===== config.mk =====
export PLATFORM = sky130hd
export DESIGN_NAME = wssh_ctrl
export DESIGN_NICKNAME = d
export VERILOG_FILES = /design/src/wssh_pkg.sv /design/src/wssh_ctrl.sv
export SDC_FILE = /design/constraint.sdc
export NUM_CORES = 1
export LEC_CHECK = 0
export BUFFER_PORTS_ARGS = -buffer_cell sky130_fd_sc_hd__buf_2
export CORE_MARGIN = 5
export CORE_UTILIZATION = 45
export DETAILED_ROUTE_END_ITERATION = 12
export PLACE_DENSITY_LB_ADDON = 0.08
export SYNTH_ARGS = -nofsm -noshare
export SYNTH_HDL_FRONTEND = slang
export SYNTH_SLANG_ARGS = --single-unit

===== constraint.sdc =====
create_clock -name clk_i -period 2.6 [get_ports clk_i]
set_clock_uncertainty 0.05 [all_clocks]
set_input_delay 0.52 -clock clk_i [delete_from_list [all_inputs] [get_ports clk_i]]
set_output_delay 0.52 -clock clk_i [all_outputs]
set_load 0.005 [all_outputs]

===== src/wssh_pkg.sv =====
// weighted sampling sum heap: shared types and constants
// used by wssh_ctrl, wssh_datapath and weighted_sampling_sum_heap
`default_nettype none

package wssh_pkg;

  localparam int unsigned MASS_W   = 48;
  localparam int unsigned NODE_W   = 32;
  localparam int unsigned IMASS_W  = 32;
  localparam int unsigned DEG_W    = 24;
  localparam int unsigned FRAC_W   = 32;
  localparam int unsigned STATUS_W = 3;
  localparam int unsigned PADDR_W  = 2;

  localparam logic [PADDR_W-1:0] ADDR_GROWTH_MODE = 2'd0;

  typedef enum logic [STATUS_W-1:0] {
    ST_OK        = 3'd0,
    ST_EMPTY     = 3'd1,
    ST_FULL      = 3'd2,
    ST_NOT_FOUND = 3'd3,
    ST_OVERFLOW  = 3'd4
  } status_e;

  typedef enum logic [4:0] {
    CMD_NONE,
    CMD_LATCH,
    CMD_INS_WR,
    CMD_ANC_RD,
    CMD_ANC_WR,
    CMD_MUL_LO,
    CMD_MUL_HI,
    CMD_DESC_RD,
    CMD_GO_LEFT,
    CMD_ADD_LEFT,
    CMD_NEXT_R,
    CMD_READ_ENT,
    CMD_GROW,
    CMD_COMMIT,
    CMD_SIFT_RDP,
    CMD_SIFT_RDO,
    CMD_SWAP,
    CMD_WR_G,
    CMD_RESULT
  } dp_cmd_e;

  typedef struct packed {
    dp_cmd_e cmd;
    status_e res_code;
  } ctl_cmd_t;

  typedef struct packed {
    logic op;
    logic full;
    logic empty;
    logic ins_ovf;
    logic grow_ovf;
    logic idx_zero;
    logic go_left;
    logic found;
    logic r_valid;
    logic sift_up;
  } dp_flags_t;

endpackage

`default_nettype wire


===== src/wssh_ctrl.sv =====
// heap controller: sequences insert, descent, growth, sift-up, ancestor sum update and result word
// depends on wssh_pkg
`default_nettype none

module wssh_ctrl
  import wssh_pkg::*;
(
  input  wire logic      clk_i,
  input  wire logic      rst_ni,
  input  wire logic      in_valid_i,
  output logic           in_stall_o,
  output logic           out_valid_o,
  input  wire logic      out_stall_i,
  input  wire dp_flags_t flags_i,
  output ctl_cmd_t       cmd_o
);

  typedef enum logic [3:0] {
    S_IDLE,
    S_DISPATCH,
    S_MUL_HI,
    S_DESC_RD,
    S_DESC_L,
    S_DESC_M,
    S_GROW,
    S_GROW_CHK,
    S_SIFT_CHK,
    S_SIFT_CMP,
    S_SWAP,
    S_ANC_CHK,
    S_ANC_WR,
    S_RESP
  } state_e;

  state_e  state_q, state_d;
  status_e res_q, res_d;
  logic    out_valid_q, out_valid_d;
  logic    resp_go;

  assign in_stall_o  = (state_q != S_IDLE);
  assign out_valid_o = out_valid_q;
  assign resp_go     = !(out_valid_q && out_stall_i);

  always_comb begin
    state_d        = state_q;
    res_d          = res_q;
    cmd_o.cmd      = CMD_NONE;
    cmd_o.res_code = res_q;
    out_valid_d    = out_valid_q && out_stall_i;
    unique case (state_q)
      S_IDLE: begin
        if (in_valid_i) begin
          cmd_o.cmd = CMD_LATCH;
          state_d   = S_DISPATCH;
        end
      end
      S_DISPATCH: begin
        if (!flags_i.op) begin
          if (flags_i.full) begin
            res_d   = ST_FULL;
            state_d = S_RESP;
          end else if (flags_i.ins_ovf) begin
            res_d   = ST_OVERFLOW;
            state_d = S_RESP;
          end else begin
            cmd_o.cmd = CMD_INS_WR;
            state_d   = S_ANC_CHK;
          end
        end else if (flags_i.empty) begin
          res_d   = ST_EMPTY;
          state_d = S_RESP;
        end else begin
          cmd_o.cmd = CMD_MUL_LO;
          state_d   = S_MUL_HI;
        end
      end
      S_MUL_HI: begin
        cmd_o.cmd = CMD_MUL_HI;
        state_d   = S_DESC_RD;
      end
      S_DESC_RD: begin
        cmd_o.cmd = CMD_DESC_RD;
        state_d   = S_DESC_L;
      end
      S_DESC_L: begin
        if (flags_i.go_left) begin
          cmd_o.cmd = CMD_GO_LEFT;
          state_d   = S_DESC_RD;
        end else begin
          cmd_o.cmd = CMD_ADD_LEFT;
          state_d   = S_DESC_M;
        end
      end
      S_DESC_M: begin
        if (flags_i.found) begin
          cmd_o.cmd = CMD_READ_ENT;
          state_d   = S_GROW;
        end else if (flags_i.r_valid) begin
          cmd_o.cmd = CMD_NEXT_R;
          state_d   = S_DESC_RD;
        end else begin
          res_d   = ST_NOT_FOUND;
          state_d = S_RESP;
        end
      end
      S_GROW: begin
        cmd_o.cmd = CMD_GROW;
        state_d   = S_GROW_CHK;
      end
      S_GROW_CHK: begin
        if (flags_i.grow_ovf) begin
          res_d   = ST_OVERFLOW;
          state_d = S_RESP;
        end else begin
          cmd_o.cmd = CMD_COMMIT;
          state_d   = S_SIFT_CHK;
        end
      end
      S_SIFT_CHK: begin
        if (flags_i.idx_zero) begin
          cmd_o.cmd = CMD_WR_G;
          state_d   = S_ANC_CHK;
        end else begin
          cmd_o.cmd = CMD_SIFT_RDP;
          state_d   = S_SIFT_CMP;
        end
      end
      S_SIFT_CMP: begin
        if (flags_i.sift_up) begin
          cmd_o.cmd = CMD_SIFT_RDO;
          state_d   = S_SWAP;
        end else begin
          cmd_o.cmd = CMD_WR_G;
          state_d   = S_ANC_CHK;
        end
      end
      S_SWAP: begin
        cmd_o.cmd = CMD_SWAP;
        state_d   = S_SIFT_CHK;
      end
      S_ANC_CHK: begin
        if (flags_i.idx_zero) begin
          res_d   = ST_OK;
          state_d = S_RESP;
        end else begin
          cmd_o.cmd = CMD_ANC_RD;
          state_d   = S_ANC_WR;
        end
      end
      S_ANC_WR: begin
        cmd_o.cmd = CMD_ANC_WR;
        state_d   = S_ANC_CHK;
      end
      S_RESP: begin
        if (resp_go) begin
          cmd_o.cmd   = CMD_RESULT;
          out_valid_d = 1'b1;
          state_d     = S_IDLE;
        end
      end
      default: state_d = S_IDLE;
    endcase
  end

  always_ff @(posedge clk_i or negedge rst_ni) begin
    if (!rst_ni) begin
      state_q     <= S_IDLE;
      res_q       <= ST_OK;
      out_valid_q <= 1'b0;
    end else begin
      state_q     <= state_d;
      res_q       <= res_d;
      out_valid_q <= out_valid_d;
    end
  end

`ifndef SYNTHESIS
  a_no_load_while_held: assert property (@(posedge clk_i) disable iff (!rst_ni)
    (out_valid_q && out_stall_i) |-> (cmd_o.cmd != CMD_RESULT))
    else $error("result word overwritten while held");

  a_valid_from_resp: assert property (@(posedge clk_i) disable iff (!rst_ni)
    $rose(out_valid_q) |-> ($past(state_q) == S_RESP))
    else $error("result raised outside response state");

  a_busy_after_accept: assert property (@(posedge clk_i) disable iff (!rst_ni)
    (state_q == S_IDLE && in_valid_i) |=> (state_q == S_DISPATCH))
    else $error("accepted word not dispatched");
`endif

endmodule

`default_nettype wire


**Word level (Yosys, flattened, before mapping)**

Cells that the tools add are included.

- Register bits after elaboration: 8
- Bits of input ports: 14
- Output and inout port bits: 10
- Word-level logic and storage cells: 68

- Equal/unequal tests: 21
- Multiplexer cells: 38
- Reductions and logical operators: 6

Operator list:

| cell | number |
|---|---|
| $pmux 5 s14 | 1 |
| $pmux 4 s14 | 1 |
| $mux 3 | 13 |
| $mux 4 | 9 |
| $eq 4x4->1 const B | 6 |
| $mux 5 | 4 |
| $eq 4x3->1 const B | 4 |
| $ne 2x2->1 const B | 6 |
| $pmux 3 s4 | 1 |
| $eq 4x2->1 const B | 2 |
| $mux 2 | 4 |
| $reduce_bool 4->1 | 2 |
| $reduce_and 7->1 | 1 |
| $mux 1 | 5 |
| $eq 4x1->1 const B | 1 |
| $logic_not 4->1 | 1 |
| $ne 4x4->1 const B | 1 |
| $ne 3x3->1 const B | 1 |
| $reduce_and 2->1 | 1 |
| $logic_and 1x1->1 | 1 |

**Depth between registers and ports, before layout**

- Word-level depth: 4
- Depth in mapped cells: 6
- Mapped depth without buffers: 4

**Worst setup path before layout**

Ideal clock, no wire load.

- Path type: register to output
- From: reg state_q[0]
- To: out cmd_o[3] (netlist bit)
- Arrival: 1,424 ps
- Required time: 2,030 ps
- Setup slack: 606 ps
- Cell stages (with the launch flop): 6
- Path buffers: 1
- Path through: dfrtp_1 -> clkbuf_1 -> nand2b_1 -> o2111ai_1 -> a21oi_1 -> or4_1

RTL lines:

| element | RTL line | RTL |
|---|---|---|
| start: declaration | wssh_ctrl.sv:35 | `state_e state_q, state_d;` |
| start signal: assignment | wssh_ctrl.sv:171 | `state_q <= state_d;` |
| end: declaration | wssh_ctrl.sv:15 | `output ctl_cmd_t cmd_o` |

==> tab_implementation.tex <==
\begin{tabular}{lr}
\hline
Metric & Value \\
\hline
\multicolumn{2}{l}{\textbf{Status}} \\
Run status & completed \\
\multicolumn{2}{l}{\textbf{Synthesis}} \\
Net count after synthesis & 131 \\
Gate Count Post-Synth & 117 \\
Library cell occupying the most area in the post-synthesis netlist & sky130\_fd\_sc\_hd\_\_dfrtp\_1 \\
Top-area cell type share of the netlist area & 0.225 \\
Flops \& latches, synth & 8 \\
Sequential area share after synthesis & 0.225 \\
Number of warnings printed during yosys synthesis & 0 \\
Combined area of all synthesized cells & just under 900 sq um \\
Synth cell types & between 40 and 50 \\
Cell types occupying the most area after synthesis & sky130\_fd\_sc\_hd\_\_dfrtp\_1, sky130\_fd\_sc\_hd\_\_a21oi\_1, sky130\_fd\_sc\_hd\_\_nor2\_1 \\
Synth Area per Inst & 7.61 sq um \\
\multicolumn{2}{l}{\textbf{Clock network}} \\
Clock-pin slew on the worst setup and hold paths & 0.05 ns \\
Total clock buffers created by CTS & 3 \\
Max Root-Sink Buffers & 2 \\
Clock sink count & 8 \\
Deepest level of the CTS H-tree & 1 \\
Clock root buffer master & sky130\_fd\_sc\_hd\_\_clkbuf\_4 \\
Insertion delay of the later-clocked pin in the worst-skew pair & $\sim$0.25 ns \\
CTS tree & yes \\
\multicolumn{2}{l}{\textbf{Setup path}} \\
Crit. End Element & output pin \\
Maximum fanout encountered on the critical timing path & 12 \\
Flop-to-flop setup slack & 0.54 ns \\
Critical Path Start Type & register \\
Category of cells accounting for the largest share of critical-path delay & flip-flops \\
Worst path buffer plus inverter count & 2 \\
Critical path start-end classification & register to output pin \\
Origin of the critical flop-to-flop path & state\_q[3] \\
Required time at the endpoint of the critical path & 2.03 ns \\
Critical-path cell with the highest stage delay & sky130\_fd\_sc\_hd\_\_dfrtp\_2 \\
Stages on worst setup path & 5 \\
Critical Path Max Stage Delay & about 0.48 ns \\
Start point of the critical path & state\_q[0] \\
R2R depth & 4 \\
RR Endpoint & res\_q[2] \\
Cell chain of the critical path & buf\_4, o21ai\_0, a211oi\_1, or4\_1, buf\_2 \\
Critical path capture point & cmd\_o[3] \\
Data arrival time of the worst path & 1.86 ns \\
\multicolumn{2}{l}{\textbf{Final layout}} \\
Area delta synth->final & 17.8\% \\
Antenna cell count & 0 \\
Final core utilization & 0.546 \\
Number of cells in the finished layout apart from fillers & 164 \\
Number of nets in the layout & 153 \\
Share of cells above drive strength 1 & 0.307 \\
Final cell area excluding filler cells & 1050 sq um \\
\multicolumn{2}{l}{\textbf{Routing}} \\
Drt first-iter violations & 34 \\
First drt pass iteration count & 4 \\
Total routed wirelength & between 2 and 2.5 mm \\
\# DRC & 0 \\
DR vias & 932 \\
Routed len/inst & about 15 um \\
Vias per inst & 5.68 \\
Antenna-violating nets left & 0 \\
\multicolumn{2}{l}{\textbf{Floorplanning}} \\
Initial Util & 0.464 \\
Boundary Pins & 24 \\
Y dimension of the die & 54.5 um \\
Row cnt & 16 \\
Total Die Area & 2970 sq um \\
Area of the core & 1920 sq um \\
Die outline width & 54.5 um \\
\multicolumn{2}{l}{\textbf{STA}} \\
Relative slew margins & 0.686 \\
Final clock period utilization by the worst path & 0.936 \\
Highest clock rate & 411 MHz \\
Final total negative setup slack & 0 ns \\
RSZ-0062 raised after global routing & false \\
Number of failing setup endpoints in the final timing report & 0 \\
Number of endpoints with negative hold slack in the final report & 0 \\
Max-slew violation count & 0 \\
Fin crit period & 2.43 ns \\
Slew @ Worst Pin & 0.470 ns \\
\multicolumn{2}{l}{\textbf{Placement}} \\
Placed cell area & 1020 sq um \\
Placed Instances & 161 \\
Total half-perimeter wirelength after legalization and detailed placement & 1.76 mm \\
GP Congestion & between 0.8 and 0.9 \\
Count of input and output buffers & 23 \\
\multicolumn{2}{l}{\textbf{Global route}} \\
Number of global-route vias before repair & around 860 \\
Pin count of the biggest net entering global routing & 25 \\
Number of antenna violations at the first check in global routing & 0 \\
Overall fraction of global-route tracks in use & 0.179 \\
First-pass GRT wire length & 3.85 mm \\
Sum of overflow across all layers after global routing & 0 \\
\multicolumn{2}{l}{\textbf{Power and ir drop}} \\
Leakage power of the design & 0.443 nW \\
Total power per unit cell area & roughly 1200 nW/um\^{}2 \\
Peak supply drop & 697 uV \\
Design Power & approximately 1.3 mW \\
\multicolumn{2}{l}{\textbf{Worst hold path}} \\
Tightest Hold Check Type & input pin to async pin \\
\multicolumn{2}{l}{\textbf{Flow run}} \\
Maximum capacitance violations & 0 \\
\hline
\end{tabular}
[placed cells by master (no fill, tap or decap), types with 2 or more instances in the layout]
master | netlist | layout
sky130_fd_sc_hd__a21boi_0 | 2 | 2
sky130_fd_sc_hd__a21o_1 | 2 | 2
sky130_fd_sc_hd__a21oi_1 | 12 | 12
sky130_fd_sc_hd__and2_1 | 3 | 3
sky130_fd_sc_hd__buf_2 | 3 | 23
sky130_fd_sc_hd__buf_4 | 1 | 4
sky130_fd_sc_hd__clkbuf_4 | 0 | 3
sky130_fd_sc_hd__dfrtp_1 | 8 | 4
sky130_fd_sc_hd__dfrtp_2 | 0 | 4
sky130_fd_sc_hd__inv_1 | 5 | 5
sky130_fd_sc_hd__mux2i_1 | 2 | 2
sky130_fd_sc_hd__nand2_1 | 7 | 7
sky130_fd_sc_hd__nand2b_1 | 4 | 4
sky130_fd_sc_hd__nand3_1 | 3 | 3
sky130_fd_sc_hd__nor2_1 | 11 | 11
sky130_fd_sc_hd__nor2b_1 | 2 | 2
sky130_fd_sc_hd__nor3_1 | 4 | 3
sky130_fd_sc_hd__o2111ai_1 | 2 | 2
sky130_fd_sc_hd__o211ai_1 | 3 | 3
sky130_fd_sc_hd__o21ai_0 | 6 | 6
sky130_fd_sc_hd__o22ai_1 | 4 | 4
sky130_fd_sc_hd__o311ai_0 | 2 | 2
sky130_fd_sc_hd__o31ai_1 | 2 | 2
sky130_fd_sc_hd__o32a_1 | 2 | 2
sky130_fd_sc_hd__or3b_1 | 3 | 3
[cells in the mapped netlist, drive strengths merged]
| master | n |
|---|---|
| a21oi | 12 |
| nor2 | 11 |
| dfrtp | 8 |
| nand2 | 7 |
| o21ai | 7 |
| inv | 6 |
| buf | 5 |
| clkbuf | 5 |
| nand2b | 4 |
| nor3 | 4 |
| o22ai | 4 |
| or3b | 4 |
| and2 | 3 |
| nand3 | 3 |
| o211ai | 3 |
| a211oi | 2 |
| a21boi | 2 |
| a21o | 2 |
| mux2i | 2 |
| nor2b | 2 |
| o2111ai | 2 |
| o311ai | 2 |
| o31ai | 2 |
| o32a | 2 |
| a2111oi | 1 |
| a211o | 1 |
| a22o | 1 |
| a31oi | 1 |
| and3b | 1 |
| mux2 | 1 |
| nand3b | 1 |
| nor3b | 1 |
| nor4b | 1 |
| o21a | 1 |
| o31a | 1 |
| or3 | 1 |
| or4 | 1 |
[timing repair]
action | CTS | global route
setup endpoints to repair | 1 | 2
endpoints found under the hold margin | 0 | 0
hold buffers | 0 | 0
cloned | 0 | 0
resized for setup | 1 | 4
buffers inserted | 0 | 0
[worst register-to-register path, delay by kind of cell, from the launching register on]
kind | cells | cell delay, ns
muxes | 1 | 0.34
and+or+nand+nor | 2 | 0.54
AOI/OAI and AO/OA | 1 | 0.47
DFF | 1 | 0.55
[flip-flops by register name, summed over array words and instances, names as in the netlist]
name / cells
out_valid_o: 1
state_q: 4
res_q: 3
[final cells by class]
class / count / area [sq um]
fillers: 204 / 872
repair buffers: 27 / 145
well taps: 27 / 33.8
clock buffers: 3 / 22.5
multi-input cells: 93 / 621
inverters: 6 / 22.5
flip-flops and latches: 8 / 205
[worst min-delay path by stage]
stage	from	to	slack, ns	cells after the start
finish	rst_ni	res_q[0]	0.05	1
global route	rst_ni	res_q[0]	0.05	1
CTS	rst_ni	out_valid_o	0.04	1
detailed placement	rst_ni	out_valid_o	0.32	1
global placement	rst_ni	state_q[1]	0.32	1
floorplan	rst_ni	out_valid_o	0.17	0
[through the flow]
step | setup WS (ns) | hold WS [ns]
final | 0.167 | 0.0462
after global routing | 0.0266 | 0.0470
after CTS | 0.0390 | 0.0432
after detailed placement | 0.266 | 0.316
after global placement | 0.302 | 0.318
after floorplan | 0.606 | 0.174
[cells by family (layout without fill, tap and decap cells)]
group,count (synthesis),in the layout,share of synthesized area
multiplexers,3,3,0.0393
AND/OR/NAND/NOR,44,44,0.277
flip-flops,8,8,0.225
buffers and inverters,16,36,0.0843
AO/OA/AOI/OAI,46,46,0.375
[power breakdown]
part           internal (mW)  switching, mW
Combinational          0.414          0.430
Clock                 0.0526         0.0389
Sequential             0.189          0.141
Total                  0.656          0.610
[routing by layer]
| metal | up-vias | global-route usage | routed length [um] |
|---|---|---|---|
| met5 | - | 0 | 0 |
| met4 | 0 | 0.0498 | 12 |
| met3 | 2 | 0.0518 | 151 |
| met2 | 36 | 0.261 | 1110 |
| met1 | 415 | 0.254 | 1150 |
| li1 | 479 | - | - |
No activity file was read; power rests on OpenSTA's default activity.
